**src/rtl/ipv4p_pkg.sv**
```systemverilog
// Shared types and constants for the dotted IPv4 address parser.
// No dependencies; every other rtl file refers to it by scoped names.
`default_nettype none

package ipv4p_pkg;

	// Width of one input character
	localparam int unsigned CharW = 8;
	// Width of the assembled address
	localparam int unsigned AddrW = 32;
	// Number of finished parts that are kept before the current one
	localparam int unsigned SavedParts = 3;
	// Bits kept of each finished part; assembly never looks higher
	localparam int unsigned SavedW = 24;

	// Largest last part for the a.b, a.b.c and a.b.c.d forms
	localparam logic [AddrW-1:0] Lim24 = 32'h00ff_ffff;
	localparam logic [AddrW-1:0] Lim16 = 32'h0000_ffff;
	localparam logic [AddrW-1:0] Lim8  = 32'h0000_00ff;

	// Where the parser stands inside the string
	typedef enum logic [1:0] {
		PH_START = 2'd0,  // expecting the first digit of a part
		PH_ZERO  = 2'd1,  // just after a leading zero
		PH_DIGIT = 2'd2,  // inside the digits of a part
		PH_SKIP  = 2'd3   // verdict given, waiting for the last character
	} phase_t;

	// Number base of the current part
	typedef enum logic [1:0] {
		RX_DEC = 2'd0,
		RX_OCT = 2'd1,
		RX_HEX = 2'd2
	} radix_t;

	// One result item
	typedef struct packed {
		logic             ok;
		logic [AddrW-1:0] address;
	} verdict_t;

endpackage

`default_nettype wire

```
**src/rtl/ipv4p_core.sv**
```systemverilog
// Parser state registers and the per-character update logic.
// Depends on ipv4p_pkg for the phase, radix and verdict types.
`default_nettype none

module ipv4p_core (
	input  wire logic                         clk,
	input  wire logic                         arst_n,
	input  wire logic                         fire,
	input  wire logic [ipv4p_pkg::CharW-1:0]  ch,
	input  wire logic                         last,
	output logic                              needs_result,
	output ipv4p_pkg::verdict_t               verdict
);

	ipv4p_pkg::phase_t                                          phase_q, phase_d;
	ipv4p_pkg::radix_t                                          radix_q, radix_d;
	logic [ipv4p_pkg::AddrW-1:0]                                part_value_q, part_value_d;
	logic [ipv4p_pkg::SavedParts-1:0][ipv4p_pkg::SavedW-1:0]    saved_parts_q, saved_parts_d;
	logic [1:0]                                                 part_count_q, part_count_d;

	// Assemble the address from the finished parts and the current part
	function automatic ipv4p_pkg::verdict_t finish_addr(
		input ipv4p_pkg::phase_t                                       ph,
		input logic [1:0]                                              pc,
		input logic [ipv4p_pkg::AddrW-1:0]                             pv,
		input logic [ipv4p_pkg::SavedParts-1:0][ipv4p_pkg::SavedW-1:0] sp
	);
		ipv4p_pkg::verdict_t r;
		r.ok      = 1'b1;
		r.address = pv;
		if (ph == ipv4p_pkg::PH_START) begin
			r.ok = 1'b0;
		end else begin
			case (pc)
				2'd1: begin
					r.ok      = (pv <= ipv4p_pkg::Lim24);
					r.address = {sp[0][7:0], pv[23:0]};
				end
				2'd2: begin
					r.ok      = (pv <= ipv4p_pkg::Lim16);
					r.address = {sp[0][7:0], 24'h0} | {sp[1][15:0], 16'h0} | pv;
				end
				2'd3: begin
					r.ok      = (pv <= ipv4p_pkg::Lim8);
					r.address = {sp[0][7:0], 24'h0} | {sp[1][15:0], 16'h0}
						| {sp[2], 8'h0} | pv;
				end
				default: begin
					r.address = pv;
				end
			endcase
		end
		if (!r.ok) begin
			r.address = '0;
		end
		return r;
	endfunction

	// Work out the next state and any verdict for the character at hand
	always_comb begin
		ipv4p_pkg::phase_t                                       ph;
		ipv4p_pkg::radix_t                                       rx;
		logic [ipv4p_pkg::AddrW-1:0]                             pv;
		logic [ipv4p_pkg::SavedParts-1:0][ipv4p_pkg::SavedW-1:0] sp;
		logic [1:0]                                              pc;
		logic                                                    pending;
		logic                                                    took_x;
		logic                                                    is_dig;
		logic                                                    is_hexl;
		logic                                                    is_term;
		ipv4p_pkg::verdict_t                                     v;

		ph      = phase_q;
		rx      = radix_q;
		pv      = part_value_q;
		sp      = saved_parts_q;
		pc      = part_count_q;
		pending = 1'b1;
		took_x  = 1'b0;
		v       = '0;
		is_dig  = ch inside {["0":"9"]};
		is_hexl = ch inside {["a":"f"], ["A":"F"]};
		is_term = ch inside {8'd0, 8'd32, [8'd9:8'd13]};
		needs_result = 1'b0;

		if (phase_q == ipv4p_pkg::PH_SKIP) begin
			pending = 1'b0;
		end else if (phase_q == ipv4p_pkg::PH_START) begin
			if (is_dig) begin
				pv = {{(ipv4p_pkg::AddrW-4){1'b0}}, ch[3:0]};
				rx = ipv4p_pkg::RX_DEC;
				ph = (ch == "0") ? ipv4p_pkg::PH_ZERO : ipv4p_pkg::PH_DIGIT;
			end else begin
				pending = 1'b0;
				needs_result = 1'b1;
			end
		end else begin
			// Resolve the radix after a leading zero
			if (phase_q == ipv4p_pkg::PH_ZERO) begin
				ph = ipv4p_pkg::PH_DIGIT;
				if (ch == "x" || ch == "X") begin
					rx     = ipv4p_pkg::RX_HEX;
					took_x = 1'b1;
				end else begin
					rx = ipv4p_pkg::RX_OCT;
				end
			end
			if (!took_x) begin
				if (is_dig) begin
					case (rx)
						ipv4p_pkg::RX_HEX: pv = {pv[27:0], 4'd0};
						ipv4p_pkg::RX_OCT: pv = {pv[28:0], 3'd0};
						default:           pv = {pv[28:0], 3'd0} + {pv[30:0], 1'b0};
					endcase
					pv = pv + {{(ipv4p_pkg::AddrW-4){1'b0}}, ch[3:0]};
				end else if (rx == ipv4p_pkg::RX_HEX && is_hexl) begin
					pv = {pv[27:0], ch[3:0] + 4'd9};
				end else if (ch == ".") begin
					if (pc == 2'd3) begin
						pending = 1'b0;
						needs_result = 1'b1;
					end else begin
						sp[pc] = pv[ipv4p_pkg::SavedW-1:0];
						pc     = pc + 2'd1;
						pv     = '0;
						rx     = ipv4p_pkg::RX_DEC;
						ph     = ipv4p_pkg::PH_START;
					end
				end else if (is_term) begin
					pending = 1'b0;
					needs_result = 1'b1;
					v = finish_addr(ph, pc, pv, sp);
				end else begin
					pending = 1'b0;
					needs_result = 1'b1;
				end
			end
		end

		// String end closes the address
		if (pending && last) begin
			needs_result = 1'b1;
			v = finish_addr(ph, pc, pv, sp);
		end

		if (needs_result) begin
			ph = ipv4p_pkg::PH_SKIP;
		end
		// Re-arm at the last character
		if (last) begin
			ph = ipv4p_pkg::PH_START;
			rx = ipv4p_pkg::RX_DEC;
			pv = '0;
			sp = '0;
			pc = 2'd0;
		end

		phase_d       = ph;
		radix_d       = rx;
		part_value_d  = pv;
		saved_parts_d = sp;
		part_count_d  = pc;
		verdict       = v;
	end

	// Hold state between characters, advance on fire
	always_ff @(posedge clk or negedge arst_n) begin
		if (!arst_n) begin
			phase_q       <= ipv4p_pkg::PH_START;
			radix_q       <= ipv4p_pkg::RX_DEC;
			part_value_q  <= '0;
			saved_parts_q <= '0;
			part_count_q  <= 2'd0;
		end else if (fire) begin
			phase_q       <= phase_d;
			radix_q       <= radix_d;
			part_value_q  <= part_value_d;
			saved_parts_q <= saved_parts_d;
			part_count_q  <= part_count_d;
		end
	end

	// The skip phase never yields a verdict
	a_skip_silent: assert property (@(posedge clk) disable iff (!arst_n)
		(fire && phase_q == ipv4p_pkg::PH_SKIP) |-> !needs_result)
		else $error("verdict produced while skipping");

	// The last character always re-arms the parser
	a_last_rearms: assert property (@(posedge clk) disable iff (!arst_n)
		(fire && last) |=> (phase_q == ipv4p_pkg::PH_START && part_count_q == 2'd0))
		else $error("parser not re-armed after last character");

	// A failed verdict carries a zero address
	a_bad_zero: assert property (@(posedge clk) disable iff (!arst_n)
		(needs_result && !verdict.ok) |-> (verdict.address == '0))
		else $error("nonzero address on failed verdict");

endmodule

`default_nettype wire

```
**src/rtl/ipv4p_out_reg.sv**
```systemverilog
// Result register for the parser's output channel (valid/stall).
// Depends on ipv4p_pkg for the verdict type.
`default_nettype none

module ipv4p_out_reg (
	input  wire logic                 clk,
	input  wire logic                 arst_n,
	input  wire logic                 load,
	input  wire ipv4p_pkg::verdict_t  verdict,
	output logic                      free,
	output logic                      result_valid,
	input  wire logic                 result_stall,
	output logic                      ok,
	output logic [ipv4p_pkg::AddrW-1:0] address
);

	logic                valid_q;
	ipv4p_pkg::verdict_t data_q;

	// Slot is free when empty or being taken this cycle
	assign free = !valid_q || !result_stall;

	// Track occupancy of the result slot
	always_ff @(posedge clk or negedge arst_n) begin
		if (!arst_n) begin
			valid_q <= 1'b0;
		end else if (load) begin
			valid_q <= 1'b1;
		end else if (!result_stall) begin
			valid_q <= 1'b0;
		end
	end

	// Capture the verdict
	always_ff @(posedge clk) begin
		if (load) begin
			data_q <= verdict;
		end
	end

	assign result_valid = valid_q;
	assign ok           = data_q.ok;
	assign address      = data_q.address;

	// Never overwrite a result that is still waiting
	a_no_overwrite: assert property (@(posedge clk) disable iff (!arst_n)
		load |-> !(valid_q && result_stall))
		else $error("result overwritten while stalled");

endmodule

`default_nettype wire

```
**src/rtl/ipv4_dotted_address_parser.sv**
```systemverilog
// Path: an accepted character is registered in the input register, and its verdict
// is then loaded into the result register, which drives result_valid; a result
// still stalled in that register holds the character back in the input register.
// Throughput: one character per cycle; the per-character shift-add part update
// is the state loop that sets it. A waiting result stalls only a verdict.
// Reset: arst_n clears the parser state and both valid flags asynchronously.
`default_nettype none

module ipv4_dotted_address_parser (
	input  wire logic                          clk,
	input  wire logic                          arst_n,
	input  wire logic                          char_valid,
	output logic                               char_stall,
	input  wire logic [ipv4p_pkg::CharW-1:0]   ch,
	input  wire logic                          last,
	output logic                               result_valid,
	input  wire logic                          result_stall,
	output logic                               ok,
	output logic [ipv4p_pkg::AddrW-1:0]        address
);

	logic                         s1_valid_q;
	logic [ipv4p_pkg::CharW-1:0]  ch_s1;
	logic                         last_s1;
	logic                         accept;
	logic                         advance;
	logic                         needs_result;
	logic                         out_free;
	ipv4p_pkg::verdict_t          verdict;

	// Advance the registered character unless its verdict has nowhere to go
	assign advance    = s1_valid_q && (!needs_result || out_free);
	assign char_stall = s1_valid_q && !advance;
	assign accept     = char_valid && !char_stall;

	// Input register valid flag
	always_ff @(posedge clk or negedge arst_n) begin
		if (!arst_n) begin
			s1_valid_q <= 1'b0;
		end else if (accept) begin
			s1_valid_q <= 1'b1;
		end else if (advance) begin
			s1_valid_q <= 1'b0;
		end
	end

	// Capture the request payload
	always_ff @(posedge clk) begin
		if (accept) begin
			ch_s1   <= ch;
			last_s1 <= last;
		end
	end

	ipv4p_core u_core (
		.clk          (clk),
		.arst_n       (arst_n),
		.fire         (advance),
		.ch           (ch_s1),
		.last         (last_s1),
		.needs_result (needs_result),
		.verdict      (verdict)
	);

	ipv4p_out_reg u_out (
		.clk          (clk),
		.arst_n       (arst_n),
		.load         (advance && needs_result),
		.verdict      (verdict),
		.free         (out_free),
		.result_valid (result_valid),
		.result_stall (result_stall),
		.ok           (ok),
		.address      (address)
	);

endmodule

`default_nettype wire

```
**config.mk**
```make
export PLATFORM = sky130hd
export DESIGN_NAME = ipv4_dotted_address_parser
export DESIGN_NICKNAME = d
export VERILOG_FILES = /design/src/rtl/ipv4p_pkg.sv /design/src/rtl/ipv4p_core.sv /design/src/rtl/ipv4p_out_reg.sv /design/src/rtl/ipv4_dotted_address_parser.sv
export SDC_FILE = /design/constraint.sdc
export NUM_CORES = 1
export LEC_CHECK = 0
export BUFFER_PORTS_ARGS = -buffer_cell sky130_fd_sc_hd__buf_4
export CORE_AREA = 2 2 114 171
export CTS_CLUSTER_DIAMETER = 150
export DETAILED_ROUTE_END_ITERATION = 10
export DIE_AREA = 0 0 116 173
export PLACE_DENSITY = 0.81
export SLEW_MARGIN = 40
export SYNTH_ARGS = -nofsm -noshare
export SYNTH_HDL_FRONTEND = slang
export SYNTH_HIERARCHICAL = 1
export SYNTH_SLANG_ARGS = --single-unit
```
**constraint.sdc**
```tcl
create_clock -name clk -period 9.37 [get_ports clk]
set_input_delay 0.4685 -clock clk [delete_from_list [all_inputs] [get_ports clk]]
set_output_delay 0.4685 -clock clk [all_outputs]
set_load 0.03 [all_outputs]
```
==> results.sh, run 1 <==
export IMPL_synth_nets=1474
export IMPL_hold_depth=1
export IMPL_timing_rr_start="ch_s1[0]"
export IMPL_critPathArrivalTime_ns=7.90
export IMPL_ys_flop_type="dfrtp_1"
export IMPL_nets=1441
export IMPL_cts_path_max_buffers=2
export IMPL_port_buffers=47
export IMPL_vias_per_cell=7.868
export IMPL_insertedDiodeCount=0
export IMPL_drtPass1Iterations=8
export IMPL_hp_class="in -> reg"
export IMPL_yosys_warnings=6
export IMPL_max_cap_violations=0
export IMPL_hpwl_um=30960
export IMPL_outcome="complete, no violations"
export IMPL_ys_seq_area_share_pct=29.53
export IMPL_synth_common_cells="a21oi_1, nand2_1, nor2_1"
export IMPL_grt_max_degree=82
export IMPL_setup_tns_ns=0
export IMPL_period_minus_slack_ns=7.749
export IMPL_worst_path_largest_cell_delay_ns=0.62
export IMPL_layout_setup_ws_ns=1.621
export IMPL_synthTopCellsByArea="dfrtp_1, edfxtp_1, a21oi_1"
export IMPL_fin_cells=1654
export IMPL_start_util_pct=63.49
export IMPL_p_leak_nw=4.971
export IMPL_power_density_mw_per_mm2=206.8
export IMPL_drtIter0Drc=2351
export IMPL_core_mm2=0.01847
export IMPL_slew_viol_final=0
export IMPL_antenna_found_initial=0
export IMPL_vdd_drop_max_mv=0.1916
export IMPL_die_height_um=173
export IMPL_synth_most_common_cell="a21oi_1"
export IMPL_fin_skew_ns=0.01401
export IMPL_worstSetupPathType="reg -> reg"
export IMPL_relSlewSlack_pct=39.14
export IMPL_htree_levels=4
export IMPL_die_w_um=116
export IMPL_postSynthCellCount=1422
export IMPL_syn_to_final_growth_pct=8.846
export IMPL_drcViolationCount=0
export IMPL_synthArstFlopShare_pct=67.69
export IMPL_critPathMaxFanout=81
export IMPL_drt_wl_total_um=45820
export IMPL_cp_top_family="simple AND/OR/NAND/NOR gates"
export IMPL_synth_top_area_share_pct=18.78
export IMPL_die_area_mm2=0.02007
export IMPL_dr_total_vias=13010
export IMPL_fmax_mhz=129.1
export IMPL_finalHoldViolCount=0
export IMPL_worst_path_buf_inv=3
export IMPL_clkLatencyLatePin_ns=0.43
export IMPL_cp_start_kind="flip-flop"
export IMPL_path_cells="inv_1 > ha_1 > nor4bb_1 > nand3_1 > nor2_1 > a21oi_1 > ha_2 > buf_4 > o21ai_0 > ha_1 > a21oi_1 > a211oi_1 > o31ai_1 > nor2_1 > nand4_1 > nor2_1 > nand3_2 > or4_1 > a31o_1 > and4_1 > a41oi_4 > buf_4 > o22ai_1"
export IMPL_gp_congestion=1.022
export IMPL_critical_path_slowest_cell="a41oi_4"
export IMPL_clkTransAtPathRegs_ns=0.07
export IMPL_rows=61
export IMPL_cts_buffers_inserted=17
export IMPL_ys_ff_latch=130
export IMPL_io_pins=48
export IMPL_r2r_end="u_out/address[3]"
export IMPL_netlist_area_mm2=0.01173
export IMPL_syn_area_per_cell_um2=8.246
export IMPL_required_ns=9.53
export IMPL_worst_pin_slew_ns=0.9033
export IMPL_hold_end="ch_s1[3]"
export IMPL_finalSetupViolations=0
export IMPL_synth_edf_count=42
export IMPL_grt_use_total_pct=45.54
export IMPL_cts_setup_buffers=0
export IMPL_cts_tree="yes"
export IMPL_rsz0062_at_grt="false"
export IMPL_root_buffer="clkbuf_16"
export IMPL_synth_top_area_cell="dfrtp_1"
export IMPL_finalCritPeriodShare_pct=82.70
export IMPL_r2r_cells=23
export IMPL_grt_pass1_wl_um=70480
export IMPL_grt_overflow=0
export IMPL_r2r_setup_slack_ns=1.62
export IMPL_hold_start="ch[3]"
export IMPL_post_place_cells=1621
export IMPL_first_global_vias=12460
export IMPL_ant_nets=0
export IMPL_post_place_ws_ns=1.809
export IMPL_wire_per_inst_um=27.70
export IMPL_endpoint_kind="flip-flop"
export IMPL_crit_path_frequent_cell="nor2_1"
export IMPL_clock_sinks=130
export IMPL_whs_ns=0.2143
export IMPL_synth_cell_type_count=90
export IMPL_final_layout_size_suffix_gt1_share_pct=11.48
what timing repair did:
action,CTS,global route
hold endpoints to repair,21,0
hold buffers,1,0
resized for setup,0,0
worst reg2reg max path, stage by stage, from the launching register on:
cell	delay, ns
edfxtp_1	0.47
inv_1	0.15
ha_1	0.28
nor4bb_1	0.40
nand3_1	0.13
nor2_1	0.37
a21oi_1	0.14
ha_2	0.36
buf_4	0.61
o21ai_0	0.22
ha_1	0.36
a21oi_1	0.08
a211oi_1	0.30
o31ai_1	0.21
nor2_1	0.13
nand4_1	0.29
nor2_1	0.57
nand3_2	0.19
or4_1	0.56
a31o_1	0.27
and4_1	0.23
a41oi_4	0.62
buf_4	0.40
o22ai_1	0.13
sequential cells by signal, indices dropped and copies added, names as in the netlist, 2 cells and up:
name,count
ch_s1,8
u_core/part_count_q,2
u_core/part_value_q,32
u_core/phase_q,2
u_core/radix_q,2
u_core/saved_parts_q,48
u_out/address,32
where the power goes:
part           switching, mW  leakage, nW  total, mW  internal, mW
clock                  0.280        0.293      0.690         0.410
combinational          0.795         3.05       1.18         0.381
sequential             0.115         1.63      0.773         0.658
total                   1.19         4.97       2.64          1.45
metal layers:
metal	global-route usage (%)	share of wire (%)
met1	55.04	33
met5	0	0
met2	70.66	45
met4	32.34	8.8
met3	10.27	13
cell families (layout without fill, tap and decap cells):
logic type | after synthesis | count (layout) | synth area share [%]
xor+xnor | 15 | 15 | 1.120
buf+inv | 164 | 144 | 5.698
mux | 34 | 34 | 2.966
compound gates | 624 | 624 | 38.44
flops | 130 | 130 | 29.53
fa+ha+maj | 39 | 39 | 4.289
simple gates | 416 | 416 | 17.95
final cells by class:
type                            count  area [um2]
Clock buffer                       21       493.0
Timing Repair Buffer               83       629.4
Inverter                           29       108.9
Clock inverter                     11       115.1
Fill cell                        1534        5707
Sequential cell                   130        3463
Multi-Input combinational cell   1128        7639
Tap cell                          252       315.3
through the flow:
stage | power, mW | area, um2 | util (%)
floorplan | 1.559 | 11730 | -
global route | 2.736 | 12760 | 69.10
detailed placement | 1.895 | 12130 | 65.65
CTS | 2.582 | 12740 | 68.99
global placement | 1.879 | 12120 | 65.60
finish | 2.639 | 12760 | 69.10
cell usage in the layout (no fill, tap or decap), drive strengths merged, types with 14 or more instances in the layout:
cell type | netlist | layout
nor3 | 35 | 35
ha | 37 | 37
a211oi | 19 | 19
and2 | 14 | 14
nor4 | 21 | 21
o211ai | 16 | 16
a21oi | 113 | 113
buf | 38 | 82
o21ai | 81 | 81
nand2 | 107 | 107
inv | 28 | 33
edfxtp | 42 | 42
nand4 | 21 | 21
o2bb2ai | 62 | 62
a31oi | 17 | 17
o22ai | 54 | 54
dfrtp | 88 | 88
a21o | 21 | 21
nor2 | 105 | 105
a221oi | 24 | 24
mux2i | 31 | 31
and3 | 15 | 15
a22oi | 70 | 70
nand3 | 34 | 34
clkbuf | 97 | 21
o221ai | 15 | 15
how the worst max path moves through the flow:
stage / startpoint / to / slack (ns) / cells past startpoint
2_1_floorplan: ch_s1[0] / u_out/address[13] / 2.75 / 28
3_3_place_gp: ch_s1[1] / u_out/address[15] / 2.02 / 23
3_5_place_dp: ch_s1[0] / u_out/address[3] / 1.81 / 23
4_1_cts: ch_s1[0] / u_out/address[3] / 1.76 / 23
5_1_grt: ch_s1[0] / u_out/address[3] / 1.20 / 23
6_report: ch_s1[0] / u_out/address[3] / 1.62 / 23
Power figures use the tool's default switching activity.
==> inputs of run 2 (changes only) <==
==> constraint.sdc (replaced) <==
create_clock -name clk -period 7.5 [get_ports clk]
set_input_delay 0.375 -clock clk [delete_from_list [all_inputs] [get_ports clk]]
set_output_delay 0.375 -clock clk [all_outputs]
set_load 0.03 [all_outputs]
==> run 2 against run 1 <==
Non-clock buffer count increased by 5; setup slack worse by 0.97 ns; via count shrank 0.62%; core utilization up 0.13 points; sequential cell count did not move; critical path type unchanged; largest cell class unchanged; largest power group unchanged.
==> results.sh, run 2 (synthesis gave the netlist of run 1 again) <==
export IMPL_outcome="complete, no violations"
export IMPL_fin_cells=1659
export IMPL_root_buffer="clkbuf_16"
export IMPL_grt_pass1_wl_um=70600
export IMPL_final_cell_mix="a21oi_1, nand2_1, nor2_1, dfrtp_1, buf_4"
export IMPL_final_layout_size_suffix_gt1_share_pct=11.44
export IMPL_rows=61
export IMPL_vdd_drop_max_mv=0.3130
export IMPL_cts_setup_buffers=0
export IMPL_post_place_cells=1626
export IMPL_cts_path_max_buffers=2
export IMPL_largest_reg_flops=48
export IMPL_syn_to_final_growth_pct=9.049
export IMPL_grt_overflow=0
export IMPL_antenna_found_initial=0
export IMPL_fmax_mhz=146.1
export IMPL_cp_start_kind="flip-flop"
export IMPL_clock_sinks=130
export IMPL_die_w_um=116
export IMPL_die_area_mm2=0.02007
export IMPL_required_ns=7.64
export IMPL_io_pins=48
export IMPL_slew_viol_final=0
export IMPL_drtPass1Iterations=7
export IMPL_post_place_ws_ns=0.8780
export IMPL_multi_input_area_mm2=0.007630
export IMPL_ant_nets=0
export IMPL_finalHoldViolCount=0
export IMPL_power_density_mw_per_mm2=257.9
export IMPL_path_cells="inv_1 > ha_1 > nor4bb_1 > nand3_1 > nor2_1 > a21oi_1 > ha_2 > buf_4 > a221oi_1 > a211oi_1 > o31ai_1 > nor2_1 > nand4_1 > buf_4 > nor2_1 > nand3_2 > or4_1 > a31o_1 > and4_1 > a41oi_4 > buf_4 > o22ai_1"
export IMPL_critPathArrivalTime_ns=6.99
export IMPL_finalCritPeriodShare_pct=91.29
export IMPL_finalPower_mw=3.297
export IMPL_grt_use_total_pct=45.89
export IMPL_nets=1446
export IMPL_clkLatencyLatePin_ns=0.43
export IMPL_top_register="u_core/saved_parts_q"
export IMPL_finalSetupViolations=0
export IMPL_hp_class="in -> reg"
export IMPL_layout_setup_ws_ns=0.6530
export IMPL_rsz0062_at_grt="false"
export IMPL_vias_per_cell=7.796
export IMPL_die_height_um=173
export IMPL_cts_tree="yes"
export IMPL_whs_ns=0.1226
export IMPL_utilization_pct=69.23
export IMPL_setup_tns_ns=0
export IMPL_fin_skew_ns=0.01159
export IMPL_port_buffers=47
export IMPL_grt_max_degree=80
export IMPL_dr_total_vias=12930
export IMPL_drtIter0Drc=1938
export IMPL_first_global_vias=12460
export IMPL_core_mm2=0.01847
export IMPL_critical_path_slowest_cell="buf_4"
export IMPL_layout_commonest_cell="a21oi_1"
export IMPL_worstSetupPathType="reg -> reg"
export IMPL_insertedDiodeCount=0
export IMPL_endpoint_kind="flip-flop"
export IMPL_regArea_mm2=0.003463
export IMPL_fillers=1568
export IMPL_gp_congestion=1.063
export IMPL_period_minus_slack_ns=6.847
export IMPL_wire_per_inst_um=27.74
export IMPL_hpwl_um=31540
export IMPL_clkTransAtPathRegs_ns=0.06
export IMPL_critPathMaxFanout=79
export IMPL_htree_levels=4
export IMPL_relSlewSlack_pct=37.50
export IMPL_cts_buffers_inserted=17
export IMPL_place_area_mm2=0.01216
export IMPL_start_util_pct=63.49
export IMPL_drt_wl_total_um=46030
export IMPL_max_cap_violations=0
export IMPL_p_leak_nw=5.001
export IMPL_drcViolationCount=0
export IMPL_final_area_mm2=0.01279
export IMPL_worst_path_largest_cell_delay_ns=0.60
export IMPL_worst_pin_slew_ns=0.9334
==> run 2: changes by cell type in the layout (fill, tap and decap cells not counted), sizes merged <==
| cell | previous run | this run |
|---|---|---|
| buf | 82 | 87 |
| bufinv | 1 | 3 |
| clkbuf | 21 | 20 |
| clkinv | 4 | 10 |
| clkinvlp | 2 | 0 |
| inv | 33 | 28 |
==> run 2: cell type report <==
| class | instances | area share (%) |
|---|---|---|
| Clock buffer | 20 | 3.650 |
| Clock inverter | 12 | 1.067 |
| Inverter | 29 | 0.8513 |
| Multi-Input combinational cell | 1128 | 59.67 |
| Sequential cell | 130 | 27.08 |
| Tap cell | 252 | 2.466 |
| Timing Repair Buffer | 88 | 5.215 |
==> run 2: routing by layer <==
layer | up-vias | part of all wire, % | track usage [%]
met5 | - | 0 | 0
met3 | 291 | 12 | 11.88
met2 | 974 | 46 | 70.61
met4 | 0 | 9.1 | 34.92
li1 | 5580 | - | -
met1 | 6088 | 33 | 53.95
==> run 2: timing repair <==
action / in CTS / in global routing
gates resized for setup: 0 / 0
hold endpoints to repair: 17 / 0
hold buffers: 1 / 0
==> run 2: path summary, 6_finish.rpt <==
path	cells past startpoint	endpoint	from	slack (ns)
worst max register to register	22	u_out/address[7]	ch_s1[0]	0.65
max in group asynchronous	3	u_core/part_value_q[27]	arst_n	6.11
worst min register to register	2	u_core/radix_q[1]	u_core/radix_q[1]	0.51
worst min-delay path	1	ch_s1[6]	ch[6]	0.12
worst max-delay path	22	u_out/address[7]	ch_s1[0]	0.65
min in group asynchronous	2	u_core/part_value_q[5]	arst_n	0.40
==> run 2: critical path, delay by kind of cell (launching register included) <==
| family | cells | cell delay [ns] |
|---|---|---|
| and+or+nand+nor | 9 | 2.50 |
| AOI/OAI and AO/OA | 7 | 1.51 |
| buffers and inverters | 4 | 1.39 |
| adders and majority gates | 2 | 0.67 |
| DFF | 1 | 0.46 |
==> run 2: power by group <==
| group | internal (mW) | switching [mW] | total, mW | leakage [nW] |
|---|---|---|---|---|
| logic | 0.485 | 1.01 | 1.50 | 3.07 |
| clock network | 0.543 | 0.309 | 0.852 | 0.304 |
| registers | 0.822 | 0.126 | 0.948 | 1.63 |
